### src/rtl/iso_pkg.sv
// Package for the ISO 8601 timestamp parser: parse phases, status codes,
// record structs and small calendar tables. No dependencies.
package iso_pkg;

    localparam int unsigned MAX_YEAR_DIGITS = 5;
    localparam int unsigned FRACTION_DIGITS = 9;

    typedef enum logic [4:0] {
        PH_YSTART, PH_YDIG, PH_YPLUS, PH_DSEP1, PH_MON0, PH_MON1, PH_DSEP2,
        PH_DAY0, PH_DAY1, PH_DATEDONE, PH_HR0, PH_HR1, PH_HRDONE, PH_MI0, PH_MI1,
        PH_MIDONE, PH_SE0, PH_SE1, PH_SEDONE, PH_FRAC, PH_ZH0, PH_ZH1, PH_ZSEP,
        PH_ZM0, PH_ZM1, PH_ZDONE
    } phase_t;

    typedef enum logic [2:0] {
        ST_OK        = 3'd0,
        ST_NON_DIGIT = 3'd1,
        ST_BAD_SEP   = 3'd2,
        ST_SHORT     = 3'd3,
        ST_MONTH     = 3'd4,
        ST_DAY       = 3'd5,
        ST_EXTRA     = 3'd6
    } status_t;

    // pipeline control from the top level
    typedef struct packed {
        logic accept;
        logic advance;
    } pipe_ctl_t;

    // parser state captured at the final character
    typedef struct packed {
        status_t     status;
        logic [16:0] year;
        logic [3:0]  month;
        logic [4:0]  day;
        logic [6:0]  hour;
        logic [6:0]  minute;
        logic [6:0]  second;
        logic [29:0] frac;
        logic [3:0]  frac_digits;
        logic        zone_neg;
        logic [6:0]  zone_hour;
        logic [6:0]  zone_minute;
        logic        time_seen;
        logic        zone_seen;
    } snap_t;

    // first arithmetic stage
    typedef struct packed {
        status_t            status;
        logic [16:0]        year;
        logic [3:0]         month;
        logic [4:0]         day;
        logic [10:0]        cen;
        logic [29:0]        nanos;
        logic [18:0]        sod;
        logic signed [13:0] zone;
        logic               time_seen;
        logic               zone_seen;
    } stage1_t;

    // second arithmetic stage, input to the output register
    typedef struct packed {
        status_t            status;
        logic [16:0]        year;
        logic [3:0]         month;
        logic [4:0]         day;
        logic [10:0]        cen;
        logic [8:0]         doy;
        logic [15:0]        cen_days;
        logic [29:0]        nanos;
        logic [18:0]        sod;
        logic signed [13:0] zone;
        logic               time_seen;
        logic               zone_seen;
    } stage2_t;

    function automatic logic [8:0] cum_days(input logic [3:0] m);
        case (m)
            4'd0:    cum_days = 9'd0;
            4'd1:    cum_days = 9'd31;
            4'd2:    cum_days = 9'd59;
            4'd3:    cum_days = 9'd90;
            4'd4:    cum_days = 9'd120;
            4'd5:    cum_days = 9'd151;
            4'd6:    cum_days = 9'd181;
            4'd7:    cum_days = 9'd212;
            4'd8:    cum_days = 9'd243;
            4'd9:    cum_days = 9'd273;
            4'd10:   cum_days = 9'd304;
            4'd11:   cum_days = 9'd334;
            4'd12:   cum_days = 9'd365;
            default: cum_days = 9'd0;
        endcase
    endfunction

    function automatic logic [4:0] days_in_month(input logic [3:0] m, input logic leap);
        case (m)
            4'd2:                      days_in_month = leap ? 5'd29 : 5'd28;
            4'd4, 4'd6, 4'd9, 4'd11:   days_in_month = 5'd30;
            default:                   days_in_month = 5'd31;
        endcase
    endfunction

    function automatic logic [29:0] pow_ten(input logic [3:0] k);
        case (k)
            4'd0:    pow_ten = 30'd1;
            4'd1:    pow_ten = 30'd10;
            4'd2:    pow_ten = 30'd100;
            4'd3:    pow_ten = 30'd1000;
            4'd4:    pow_ten = 30'd10000;
            4'd5:    pow_ten = 30'd100000;
            4'd6:    pow_ten = 30'd1000000;
            4'd7:    pow_ten = 30'd10000000;
            4'd8:    pow_ten = 30'd100000000;
            4'd9:    pow_ten = 30'd1000000000;
            default: pow_ten = 30'd0;
        endcase
    endfunction

    // two-digit field accumulate, kept to 7 bits
    function automatic logic [6:0] acc2(input logic [6:0] acc, input logic [3:0] d);
        logic [10:0] t;
        t = {1'b0, acc, 3'b000} + {3'b000, acc, 1'b0} + {7'd0, d};
        acc2 = t[6:0];
    endfunction

endpackage

### src/rtl/iso_char_parser.sv
// Character-level parser: phase state, field accumulators, first-error code.
// Captures a snapshot at the final character. Depends on iso_pkg.
module iso_char_parser
    import iso_pkg::*;
(
    input  logic      clk,
    input  logic      rst_n,
    input  pipe_ctl_t ctl,
    input  logic [7:0] char_code,
    input  logic      final_char,
    output logic      snap_valid,
    output snap_t     snap
);

    phase_t      phase_reg, phase_next;
    logic [5:0]  index_reg, index_next;
    logic [16:0] year_reg, year_next;
    logic [2:0]  ydig_reg, ydig_next;
    logic [6:0]  mon_reg, mon_next, day_reg, day_next;
    logic [6:0]  hr_reg, hr_next, mi_reg, mi_next, se_reg, se_next;
    logic [29:0] frac_reg, frac_next;
    logic [3:0]  fdig_reg, fdig_next;
    logic        zneg_reg, zneg_next;
    logic [6:0]  zh_reg, zh_next, zm_reg, zm_next;
    status_t     err_reg, err_next;

    // leap flag of the held year, derived from the year accumulator through cen_reg and leap_reg
    logic [10:0] cen_reg;
    logic        leap_reg;
    logic [37:0] cen_prod;
    logic [16:0] cen_x100;

    logic        snap_valid_reg;
    snap_t       snap_reg, snap_next;

    logic        dig, sign, ok_end;
    logic [3:0]  d;
    logic [20:0] year_x10;
    logic [4:0]  maxd;
    status_t     status_c;

    assign cen_prod = {4'd0, year_reg} * 38'd1342178;
    assign cen_x100 = 17'(cen_reg) * 17'd100;

    always_comb
    begin
        dig      = (char_code >= 8'h30) && (char_code <= 8'h39);
        d        = dig ? 4'(char_code - 8'h30) : 4'd0;
        sign     = (char_code == 8'h2B) || (char_code == 8'h2D);
        year_x10 = {1'b0, year_reg, 3'b000} + {3'b000, year_reg, 1'b0} + {17'd0, d};
        maxd     = days_in_month(mon_reg[3:0], leap_reg);

        phase_next = phase_reg;
        index_next = (index_reg != 6'd63) ? index_reg + 6'd1 : index_reg;
        year_next  = year_reg;
        ydig_next  = ydig_reg;
        mon_next   = mon_reg;
        day_next   = day_reg;
        hr_next    = hr_reg;
        mi_next    = mi_reg;
        se_next    = se_reg;
        frac_next  = frac_reg;
        fdig_next  = fdig_reg;
        zneg_next  = zneg_reg;
        zh_next    = zh_reg;
        zm_next    = zm_reg;
        err_next   = err_reg;

        if (err_reg == ST_OK)
        begin
            case (phase_reg)
                PH_YSTART:
                begin
                    if (char_code == 8'h2B)
                        phase_next = PH_YPLUS;
                    else if (dig)
                    begin
                        year_next  = {13'd0, d};
                        ydig_next  = 3'd1;
                        phase_next = PH_YDIG;
                    end
                    else
                        err_next = ST_NON_DIGIT;
                end
                PH_YDIG:
                begin
                    if (!dig)
                        err_next = ST_NON_DIGIT;
                    else
                    begin
                        year_next = year_x10[16:0];
                        ydig_next = ydig_reg + 3'd1;
                        if (ydig_reg + 3'd1 >= 3'd4)
                            phase_next = PH_DSEP1;
                    end
                end
                PH_YPLUS:
                begin
                    if (dig)
                    begin
                        if (ydig_reg >= 3'(MAX_YEAR_DIGITS))
                            err_next = ST_BAD_SEP;
                        else
                        begin
                            year_next = year_x10[16:0];
                            ydig_next = ydig_reg + 3'd1;
                        end
                    end
                    else if (char_code == 8'h2D)
                        phase_next = PH_MON0;
                    else
                        err_next = ST_BAD_SEP;
                end
                PH_DSEP1, PH_DSEP2:
                begin
                    if (char_code != 8'h2D)
                        err_next = ST_BAD_SEP;
                    else
                        phase_next = (phase_reg == PH_DSEP1) ? PH_MON0 : PH_DAY0;
                end
                PH_MON0, PH_MON1, PH_DAY0, PH_DAY1, PH_HR0, PH_HR1, PH_MI0, PH_MI1,
                PH_SE0, PH_SE1, PH_ZH0, PH_ZH1, PH_ZM0, PH_ZM1:
                begin
                    if (!dig)
                        err_next = ST_NON_DIGIT;
                    else
                    begin
                        case (phase_reg)
                            PH_MON0: begin mon_next = acc2(mon_reg, d); phase_next = PH_MON1; end
                            PH_MON1: begin mon_next = acc2(mon_reg, d); phase_next = PH_DSEP2; end
                            PH_DAY0: begin day_next = acc2(day_reg, d); phase_next = PH_DAY1; end
                            PH_DAY1:
                            begin
                                day_next = acc2(day_reg, d);
                                if ((mon_reg < 7'd1) || (mon_reg > 7'd12))
                                    err_next = ST_MONTH;
                                else if ((day_next < 7'd1) || (day_next > {2'b00, maxd}))
                                    err_next = ST_DAY;
                                else
                                    phase_next = PH_DATEDONE;
                            end
                            PH_HR0:  begin hr_next = acc2(hr_reg, d); phase_next = PH_HR1; end
                            PH_HR1:  begin hr_next = acc2(hr_reg, d); phase_next = PH_HRDONE; end
                            PH_MI0:  begin mi_next = acc2(mi_reg, d); phase_next = PH_MI1; end
                            PH_MI1:  begin mi_next = acc2(mi_reg, d); phase_next = PH_MIDONE; end
                            PH_SE0:  begin se_next = acc2(se_reg, d); phase_next = PH_SE1; end
                            PH_SE1:  begin se_next = acc2(se_reg, d); phase_next = PH_SEDONE; end
                            PH_ZH0:  begin zh_next = acc2(zh_reg, d); phase_next = PH_ZH1; end
                            PH_ZH1:  begin zh_next = acc2(zh_reg, d); phase_next = PH_ZSEP; end
                            PH_ZM0:  begin zm_next = acc2(zm_reg, d); phase_next = PH_ZM1; end
                            default: begin zm_next = acc2(zm_reg, d); phase_next = PH_ZDONE; end
                        endcase
                    end
                end
                PH_DATEDONE:
                begin
                    if (char_code == 8'h54)
                        phase_next = PH_HR0;
                    else
                        err_next = ST_BAD_SEP;
                end
                PH_HRDONE, PH_MIDONE:
                begin
                    if (char_code != 8'h3A)
                        err_next = ST_BAD_SEP;
                    else
                        phase_next = (phase_reg == PH_HRDONE) ? PH_MI0 : PH_SE0;
                end
                PH_SEDONE, PH_FRAC:
                begin
                    if ((char_code == 8'h2E) && (phase_reg == PH_SEDONE))
                        phase_next = PH_FRAC;
                    else if (dig && (phase_reg == PH_FRAC))
                    begin
                        if (fdig_reg < 4'(FRACTION_DIGITS))
                        begin
                            frac_next = 30'({frac_reg, 3'b000} + {2'b00, frac_reg, 1'b0})
                                        + {26'd0, d};
                            fdig_next = fdig_reg + 4'd1;
                        end
                    end
                    else if (sign)
                    begin
                        zneg_next  = (char_code == 8'h2D);
                        phase_next = PH_ZH0;
                    end
                    else
                        err_next = ST_EXTRA;
                end
                PH_ZSEP:
                begin
                    if (char_code == 8'h3A)
                        phase_next = PH_ZM0;
                    else if (dig)
                    begin
                        zm_next    = {3'd0, d};
                        phase_next = PH_ZM1;
                    end
                    else
                        err_next = ST_NON_DIGIT;
                end
                default:
                    err_next = ST_EXTRA;
            endcase
        end

        ok_end = (phase_next == PH_DATEDONE) || (phase_next == PH_HRDONE) ||
                 (phase_next == PH_MIDONE) || (phase_next == PH_SEDONE) ||
                 (phase_next == PH_FRAC) || (phase_next == PH_ZDONE);
        if (index_next < 6'd10)
            status_c = ST_SHORT;
        else if (err_next != ST_OK)
            status_c = err_next;
        else if (!ok_end)
            status_c = ST_SHORT;
        else
            status_c = ST_OK;

        snap_next.status      = status_c;
        snap_next.year        = year_next;
        snap_next.month       = mon_next[3:0];
        snap_next.day         = day_next[4:0];
        snap_next.hour        = hr_next;
        snap_next.minute      = mi_next;
        snap_next.second      = se_next;
        snap_next.frac        = frac_next;
        snap_next.frac_digits = fdig_next;
        snap_next.zone_neg    = zneg_next;
        snap_next.zone_hour   = zh_next;
        snap_next.zone_minute = zm_next;
        snap_next.time_seen   = (phase_next >= PH_HRDONE);
        snap_next.zone_seen   = (phase_next == PH_ZDONE);
    end

    always_ff @(posedge clk or negedge rst_n)
    begin
        if (!rst_n)
        begin
            phase_reg <= PH_YSTART;
            index_reg <= '0;
            year_reg  <= '0;
            ydig_reg  <= '0;
            mon_reg   <= '0;
            day_reg   <= '0;
            hr_reg    <= '0;
            mi_reg    <= '0;
            se_reg    <= '0;
            frac_reg  <= '0;
            fdig_reg  <= '0;
            zneg_reg  <= 1'b0;
            zh_reg    <= '0;
            zm_reg    <= '0;
            err_reg   <= ST_OK;
            cen_reg   <= '0;
            leap_reg  <= 1'b1;
            snap_valid_reg <= 1'b0;
        end
        else
        begin
            cen_reg  <= cen_prod[37:27];
            leap_reg <= (year_reg == cen_x100) ? (cen_reg[1:0] == 2'd0)
                                                : (year_reg[1:0] == 2'd0);
            if (ctl.accept)
            begin
                if (final_char)
                begin
                    phase_reg <= PH_YSTART;
                    index_reg <= '0;
                    year_reg  <= '0;
                    ydig_reg  <= '0;
                    mon_reg   <= '0;
                    day_reg   <= '0;
                    hr_reg    <= '0;
                    mi_reg    <= '0;
                    se_reg    <= '0;
                    frac_reg  <= '0;
                    fdig_reg  <= '0;
                    zneg_reg  <= 1'b0;
                    zh_reg    <= '0;
                    zm_reg    <= '0;
                    err_reg   <= ST_OK;
                end
                else
                begin
                    phase_reg <= phase_next;
                    index_reg <= index_next;
                    year_reg  <= year_next;
                    ydig_reg  <= ydig_next;
                    mon_reg   <= mon_next;
                    day_reg   <= day_next;
                    hr_reg    <= hr_next;
                    mi_reg    <= mi_next;
                    se_reg    <= se_next;
                    frac_reg  <= frac_next;
                    fdig_reg  <= fdig_next;
                    zneg_reg  <= zneg_next;
                    zh_reg    <= zh_next;
                    zm_reg    <= zm_next;
                    err_reg   <= err_next;
                end
            end
            if (ctl.advance)
                snap_valid_reg <= ctl.accept && final_char;
        end
    end

    always_ff @(posedge clk)
    begin
        if (ctl.advance)
            snap_reg <= snap_next;
    end

    assign snap_valid = snap_valid_reg;
    assign snap       = snap_reg;

endmodule

### src/rtl/iso_record_calc.sv
// Two arithmetic stages: century split, time, fraction scale and zone,
// then year remainder, day of year and days within the century.
// Depends on iso_pkg.
module iso_record_calc
    import iso_pkg::*;
(
    input  logic      clk,
    input  logic      rst_n,
    input  pipe_ctl_t ctl,
    input  logic      snap_valid,
    input  snap_t     snap,
    output logic      s2_valid,
    output stage2_t   s2
);

    logic    s1_valid_reg, s2_valid_reg;
    stage1_t s1_reg, s1_next;
    stage2_t s2_reg, s2_next;

    logic [37:0] cen_prod;
    logic [59:0] frac_prod;
    logic [12:0] zmag;
    logic [16:0] cen_x100;
    logic [6:0]  yic;
    logic        leap;

    always_comb
    begin
        // year / 100 by reciprocal, exact for every 17-bit year
        cen_prod  = {4'd0, snap.year} * 38'd1342178;
        frac_prod = {30'd0, snap.frac} * {30'd0, pow_ten(4'd9 - snap.frac_digits)};
        zmag      = 13'(snap.zone_hour) * 13'd60 + 13'(snap.zone_minute);

        s1_next.status    = snap.status;
        s1_next.year      = snap.year;
        s1_next.month     = snap.month;
        s1_next.day       = snap.day;
        s1_next.cen       = cen_prod[37:27];
        s1_next.nanos     = frac_prod[29:0];
        s1_next.sod       = 19'(snap.hour) * 19'd3600 + 19'(snap.minute) * 19'd60
                            + 19'(snap.second);
        s1_next.zone      = snap.zone_neg ? -$signed({1'b0, zmag}) : $signed({1'b0, zmag});
        s1_next.time_seen = snap.time_seen;
        s1_next.zone_seen = snap.zone_seen;
    end

    always_comb
    begin
        cen_x100 = 17'(s1_reg.cen) * 17'd100;
        yic      = 7'(s1_reg.year - cen_x100);
        leap     = (yic == 7'd0) ? (s1_reg.cen[1:0] == 2'd0) : (yic[1:0] == 2'd0);

        s2_next.status    = s1_reg.status;
        s2_next.year      = s1_reg.year;
        s2_next.month     = s1_reg.month;
        s2_next.day       = s1_reg.day;
        s2_next.cen       = s1_reg.cen;
        s2_next.doy       = cum_days(s1_reg.month - 4'd1) + 9'(s1_reg.day) - 9'd1
                            + 9'(((s1_reg.month > 4'd2) && leap) ? 1 : 0);
        s2_next.cen_days  = 16'(yic) * 16'd365;
        if (yic != 7'd0)
            s2_next.cen_days = s2_next.cen_days + 16'((yic - 7'd1) >> 2)
                               + 16'((s1_reg.cen[1:0] == 2'd0) ? 1 : 0);
        s2_next.nanos     = s1_reg.nanos;
        s2_next.sod       = s1_reg.sod;
        s2_next.zone      = s1_reg.zone;
        s2_next.time_seen = s1_reg.time_seen;
        s2_next.zone_seen = s1_reg.zone_seen;
    end

    always_ff @(posedge clk or negedge rst_n)
    begin
        if (!rst_n)
        begin
            s1_valid_reg <= 1'b0;
            s2_valid_reg <= 1'b0;
        end
        else if (ctl.advance)
        begin
            s1_valid_reg <= snap_valid;
            s2_valid_reg <= s1_valid_reg;
        end
    end

    always_ff @(posedge clk)
    begin
        if (ctl.advance)
        begin
            s1_reg <= s1_next;
            s2_reg <= s2_next;
        end
    end

    assign s2_valid = s2_valid_reg;
    assign s2       = s2_reg;

endmodule

### src/rtl/iso8601_timestamp_parser.sv
// A record passes the snapshot register, two arithmetic stages and the output register.
// Throughput: one character item per cycle; the parser state register takes
// a character at every edge the output side does not stall.
// The whole pipeline holds while a finished record waits on out_stall.
// Reset (rst_n low, asynchronous) empties the pipeline and puts the parser
// at the start of the year field with all accumulators cleared.
module iso8601_timestamp_parser
    import iso_pkg::*;
(
    input  logic               clk,
    input  logic               rst_n,
    input  logic               in_valid,
    output logic               in_stall,
    input  logic [7:0]         char_code,
    input  logic               final_char,
    output logic               out_valid,
    input  logic               out_stall,
    output logic [2:0]         status,
    output logic [16:0]        year_value,
    output logic [3:0]         month_value,
    output logic [4:0]         day_value,
    output logic [8:0]         ordinal_day,
    output logic [25:0]        epoch_day,
    output logic [18:0]        seconds_of_day,
    output logic [29:0]        nanoseconds,
    output logic signed [13:0] zone_minutes,
    output logic               time_seen,
    output logic               zone_seen
);

    pipe_ctl_t ctl;
    logic      snap_valid, s2_valid;
    snap_t     snap;
    stage2_t   s2;

    logic        out_valid_reg;
    logic [2:0]  status_reg;
    logic [16:0] year_reg;
    logic [3:0]  month_reg;
    logic [4:0]  day_reg;
    logic [8:0]  doy_reg;
    logic [25:0] epoch_reg, epoch_next;
    logic [18:0] sod_reg;
    logic [29:0] nanos_reg;
    logic signed [13:0] zone_reg;
    logic        ts_reg, zs_reg;
    logic        ok;
    logic [26:0] epoch_sum;

    // every stage moves together; a stalled output freezes all of them
    assign ctl.advance = !out_valid_reg || !out_stall;
    assign ctl.accept  = in_valid && ctl.advance;
    assign in_stall    = !ctl.advance;

    iso_char_parser u_parser (
        .clk        (clk),
        .rst_n      (rst_n),
        .ctl        (ctl),
        .char_code  (char_code),
        .final_char (final_char),
        .snap_valid (snap_valid),
        .snap       (snap)
    );

    iso_record_calc u_calc (
        .clk        (clk),
        .rst_n      (rst_n),
        .ctl        (ctl),
        .snap_valid (snap_valid),
        .snap       (snap),
        .s2_valid   (s2_valid),
        .s2         (s2)
    );

    // day count: 400-year blocks, then centuries (each after the first of a
    // block is one day short), then the days inside the century
    always_comb
    begin
        ok         = (s2.status == ST_OK);
        epoch_sum  = 27'(s2.cen[10:2]) * 27'd146097 + 27'(s2.cen[1:0]) * 27'd36524
                     + 27'((s2.cen[1:0] != 2'd0) ? 1 : 0) + 27'(s2.cen_days) + 27'(s2.doy);
        epoch_next = epoch_sum[25:0];
    end

    always_ff @(posedge clk or negedge rst_n)
    begin
        if (!rst_n)
            out_valid_reg <= 1'b0;
        else if (ctl.advance)
            out_valid_reg <= s2_valid;
    end

    // an error record carries zeros in every field but the status
    always_ff @(posedge clk)
    begin
        if (ctl.advance)
        begin
            status_reg <= s2.status;
            year_reg   <= ok ? s2.year      : '0;
            month_reg  <= ok ? s2.month     : '0;
            day_reg    <= ok ? s2.day       : '0;
            doy_reg    <= ok ? s2.doy       : '0;
            epoch_reg  <= ok ? epoch_next   : '0;
            sod_reg    <= ok ? s2.sod       : '0;
            nanos_reg  <= ok ? s2.nanos     : '0;
            zone_reg   <= ok ? s2.zone      : '0;
            ts_reg     <= ok && s2.time_seen;
            zs_reg     <= ok && s2.zone_seen;
        end
    end

    assign out_valid      = out_valid_reg;
    assign status         = status_reg;
    assign year_value     = year_reg;
    assign month_value    = month_reg;
    assign day_value      = day_reg;
    assign ordinal_day    = doy_reg;
    assign epoch_day      = epoch_reg;
    assign seconds_of_day = sod_reg;
    assign nanoseconds    = nanos_reg;
    assign zone_minutes   = zone_reg;
    assign time_seen      = ts_reg;
    assign zone_seen      = zs_reg;

    assert property (@(posedge clk) disable iff (!rst_n)
        out_valid && (status != ST_OK) |->
            (year_value == 17'd0) && (epoch_day == 26'd0) && !time_seen && !zone_seen)
        else $error("error record with nonzero fields");

    assert property (@(posedge clk) disable iff (!rst_n)
        out_valid && (status == ST_OK) |->
            (month_value >= 4'd1) && (month_value <= 4'd12) && (day_value >= 5'd1))
        else $error("good record with date out of range");

    assert property (@(posedge clk) disable iff (!rst_n)
        out_valid && (status == ST_OK) |-> (ordinal_day <= 9'd365))
        else $error("day of year out of range");

    assert property (@(posedge clk) disable iff (!rst_n)
        out_valid && zone_seen |-> time_seen)
        else $error("zone without time part");

    assert property (@(posedge clk) disable iff (!rst_n)
        in_stall |-> out_valid)
        else $error("input stalled with empty output register");

endmodule

### config.mk
export PLATFORM = sky130hd
export DESIGN_NAME = iso8601_timestamp_parser
export DESIGN_NICKNAME = d
export VERILOG_FILES = /design/src/rtl/iso_pkg.sv /design/src/rtl/iso_char_parser.sv /design/src/rtl/iso_record_calc.sv /design/src/rtl/iso8601_timestamp_parser.sv
export SDC_FILE = /design/constraint.sdc
export NUM_CORES = 2
export LEC_CHECK = 0
export ABC_AREA = 1
export BUFFER_PORTS_ARGS = -buffer_cell sky130_fd_sc_hd__buf_2
export CORE_MARGIN = 1
export CORE_UTILIZATION = 40
export CTS_CLUSTER_DIAMETER = 40
export DETAILED_ROUTE_END_ITERATION = 8
export SLEW_MARGIN = 15
export SYNTH_ARGS = -nofsm -noshare
export SYNTH_HDL_FRONTEND = slang
export SYNTH_SLANG_ARGS = --single-unit
### constraint.sdc
create_clock -name clk -period 16.8 [get_ports clk]
set_clock_uncertainty 0.2 [all_clocks]
set_input_delay 2.52 -clock clk [delete_from_list [all_inputs] [get_ports clk]]
set_output_delay 2.52 -clock clk [all_outputs]
set_load 0.005 [all_outputs]
==> results_dict.tcl <==
set metrics [dict create \
    status "completed" \
    die-height_um 398 \
    cts.sinks 598 \
    fmax_mhz 112 \
    grt_overflow_total 0 \
    chipWidth_um 398 \
    clock_latency_ns 0.74 \
    nets 8432 \
    drc 0 \
    cp.required_ns 17.07 \
    end_kind "flop" \
    dp_cells 8803 \
    routabilityCongestion 0.928 \
    hold_path_class "flop to flop" \
    setup_violations 0 \
    ys_seq_area_frac 0.276 \
    synth_edf_count 465 \
    synth-seq-cells 598 \
    die_area_um2 158000 \
    finalCritPeriodShare 0.533 \
    worstMarginPinSlew_ns 1.25 \
    clk_path_buf_depth 3 \
    syn-cell-area_um2 62700 \
    maxSlewViolCount 0 \
    yosys_warnings 0 \
    synthArstFlopShare 0.222 \
    yosysTopAreaCell "fa_1" \
    worst_slack_ns 7.85 \
    critPathMaxFanout 20 \
    syn_nets 8264 \
    grt_use_total 0.204 \
    antenna_found_initial 9 \
    cts-resized-gates 0 \
    synth_cells 6703 \
    ios 144 \
    hpwlAfterDp_mm 125 \
    cpPeakStageDelay_ns 0.82 \
    cts_buffers 110 \
    core_area_um2 155000 \
    ys.flop_type "edfxtp_1" \
    post-cts-setup-buffers 0 \
    fin_setup_tns_ns 0 \
    cts_tree "built" \
    hold_viol 0 \
    drt_first_pass_iters 6 \
    drive_above_1_share 0.0642 \
    wl_per_cell_um 17.5 \
    area_delta_synth_final_pct 11.1 \
    place_ws_ns 7.90 \
    synthTopCellsByArea "fa_1 (23%), edfxtp_1 (22%), ha_1 (17%)" \
    portBuffers 143 \
    routed_wl_mm 157 \
    clk_pin_slew_worst_paths_ns 0.06 \
    cp-start-kind "flop" \
    grt_pass1_wl_mm 255 \
    drt_iter0_markers 2718 \
    synthTopCellsByCount "inv_1 (1566), nand2_1 (999), ha_1 (842)" \
    initial_utilization 0.405 \
    h-tree-depth 3 \
    arrival_ns 9.22 \
    synth_top_area_frac 0.225 \
    drv_cap 0 \
    via_count 44700 \
    rsz0062_at_grt "no" \
    root_buffer "clkbuf_16" \
    slowest_stage "and2_1" \
    crit_type "flop to flop" \
    grt_max_degree 80 \
    antenna_left 0 \
    grt_pass1_vias 46900 \
    via_per_inst 4.95 \
    crit_top_cell "fa_1" \
    synth_cell_types 70 \
    largest_register_ffs 130 \
    slew_headroom 0.165 \
    synthMostInstantiatedCell "inv_1" \
    syn_avg_cell_area_um2 9.35 \
    cts_hold_buffers 0 \
    rows 144 \
    period_needed_ns 8.95 \
    utilization 0.450 \
    finalNonFillerCells 9014 \
]
worst max-delay path: cells and delay by family (launching register included):
family          cells  cell delay, ns
flops               1            0.43
fa+ha+maj          10            5.13
buf+inv             4            0.29
xor+xnor            1            0.15
simple gates       11            2.34
compound gates      2            0.21
worst paths after layout:
check                             startpoint                    end  slack (ns)  cells after the start
min reg2reg                u_calc.s1_reg[55]          u_calc.s2[55]        0.19                      0
min in group asynchronous              rst_n  u_parser.frac_reg[23]        1.62                      1
max                        u_parser.snap[18]      u_calc.s1_reg[63]        7.85                     28
max in group asynchronous              rst_n     u_parser.se_reg[2]       13.34                      2
max reg2reg                u_parser.snap[18]      u_calc.s1_reg[63]        7.85                     28
min                        u_calc.s1_reg[55]          u_calc.s2[55]        0.19                      0
final cells by class:
| cell class | instances | area, um2 |
|---|---|---|
| Fill cell | 14700 | 85100 |
| Multi-Input combinational cell | 4398 | 38900 |
| Sequential cell | 598 | 17300 |
| Inverter | 1595 | 5990 |
| Clock buffer | 117 | 2790 |
| Tap cell | 2044 | 2560 |
| Clock inverter | 91 | 1120 |
| Timing Repair Buffer | 168 | 910 |
| Antenna cell | 3 | 7.51 |
metrics by stage:
stage                     instance area, um2  hold WS [ns]
after floorplan                        62700         0.200
after global placement                 65700         0.201
after detailed placement               65700         0.205
after CTS                              69600         0.181
after global routing                   69600         0.202
final                                  69600         0.187
metal layers:
metal | global-route usage | wire [um] | vias to the layer above
met3 | 0.0286 | 8300 | 266
li1 | - | - | 21500
met2 | 0.328 | 71600 | 1082
met4 | 0.0716 | 5290 | 10
met1 | 0.280 | 72200 | 21700
met5 | 0 | 63 | -
layout by cell type (no fill, tap or decap), types with 13 or more instances in the layout:
| cell | instances |
|---|---|
| edfxtp_1 | 465 |
| o22ai_1 | 63 |
| clkbuf_16 | 110 |
| clkinv_1 | 18 |
| o21a_1 | 43 |
| o21ai_1 | 16 |
| o21ai_0 | 241 |
| fa_1 | 706 |
| inv_1 | 1565 |
| o211ai_1 | 20 |
| a21oi_1 | 294 |
| buf_4 | 25 |
| nand3_1 | 155 |
| xnor2_1 | 100 |
| dfrtp_1 | 132 |
| nand4_1 | 39 |
| inv_2 | 16 |
| ha_1 | 842 |
| buf_2 | 142 |
| nor2_1 | 478 |
| xor2_1 | 161 |
| a21o_1 | 19 |
| nor3_1 | 42 |
| inv_6 | 23 |
| a22o_1 | 14 |
| a31oi_1 | 17 |
| or2_2 | 13 |
| nand2_1 | 997 |
| o21bai_1 | 26 |
logic make-up (layout without fill, tap and decap cells):
family	Yosys count	in the layout	share of synthesized area
simple gates	1793	1793	0.118
other cells	0	3	0
flops	598	598	0.276
xor+xnor	261	261	0.0365
mux	1	1	0.000180
buf+inv	1707	1971	0.103
compound gates	795	795	0.0730
fa+ha+maj	1548	1548	0.394
Power is not shown: default switching activity piles up to over one toggle a cycle in this logic, so the estimate is an artifact.
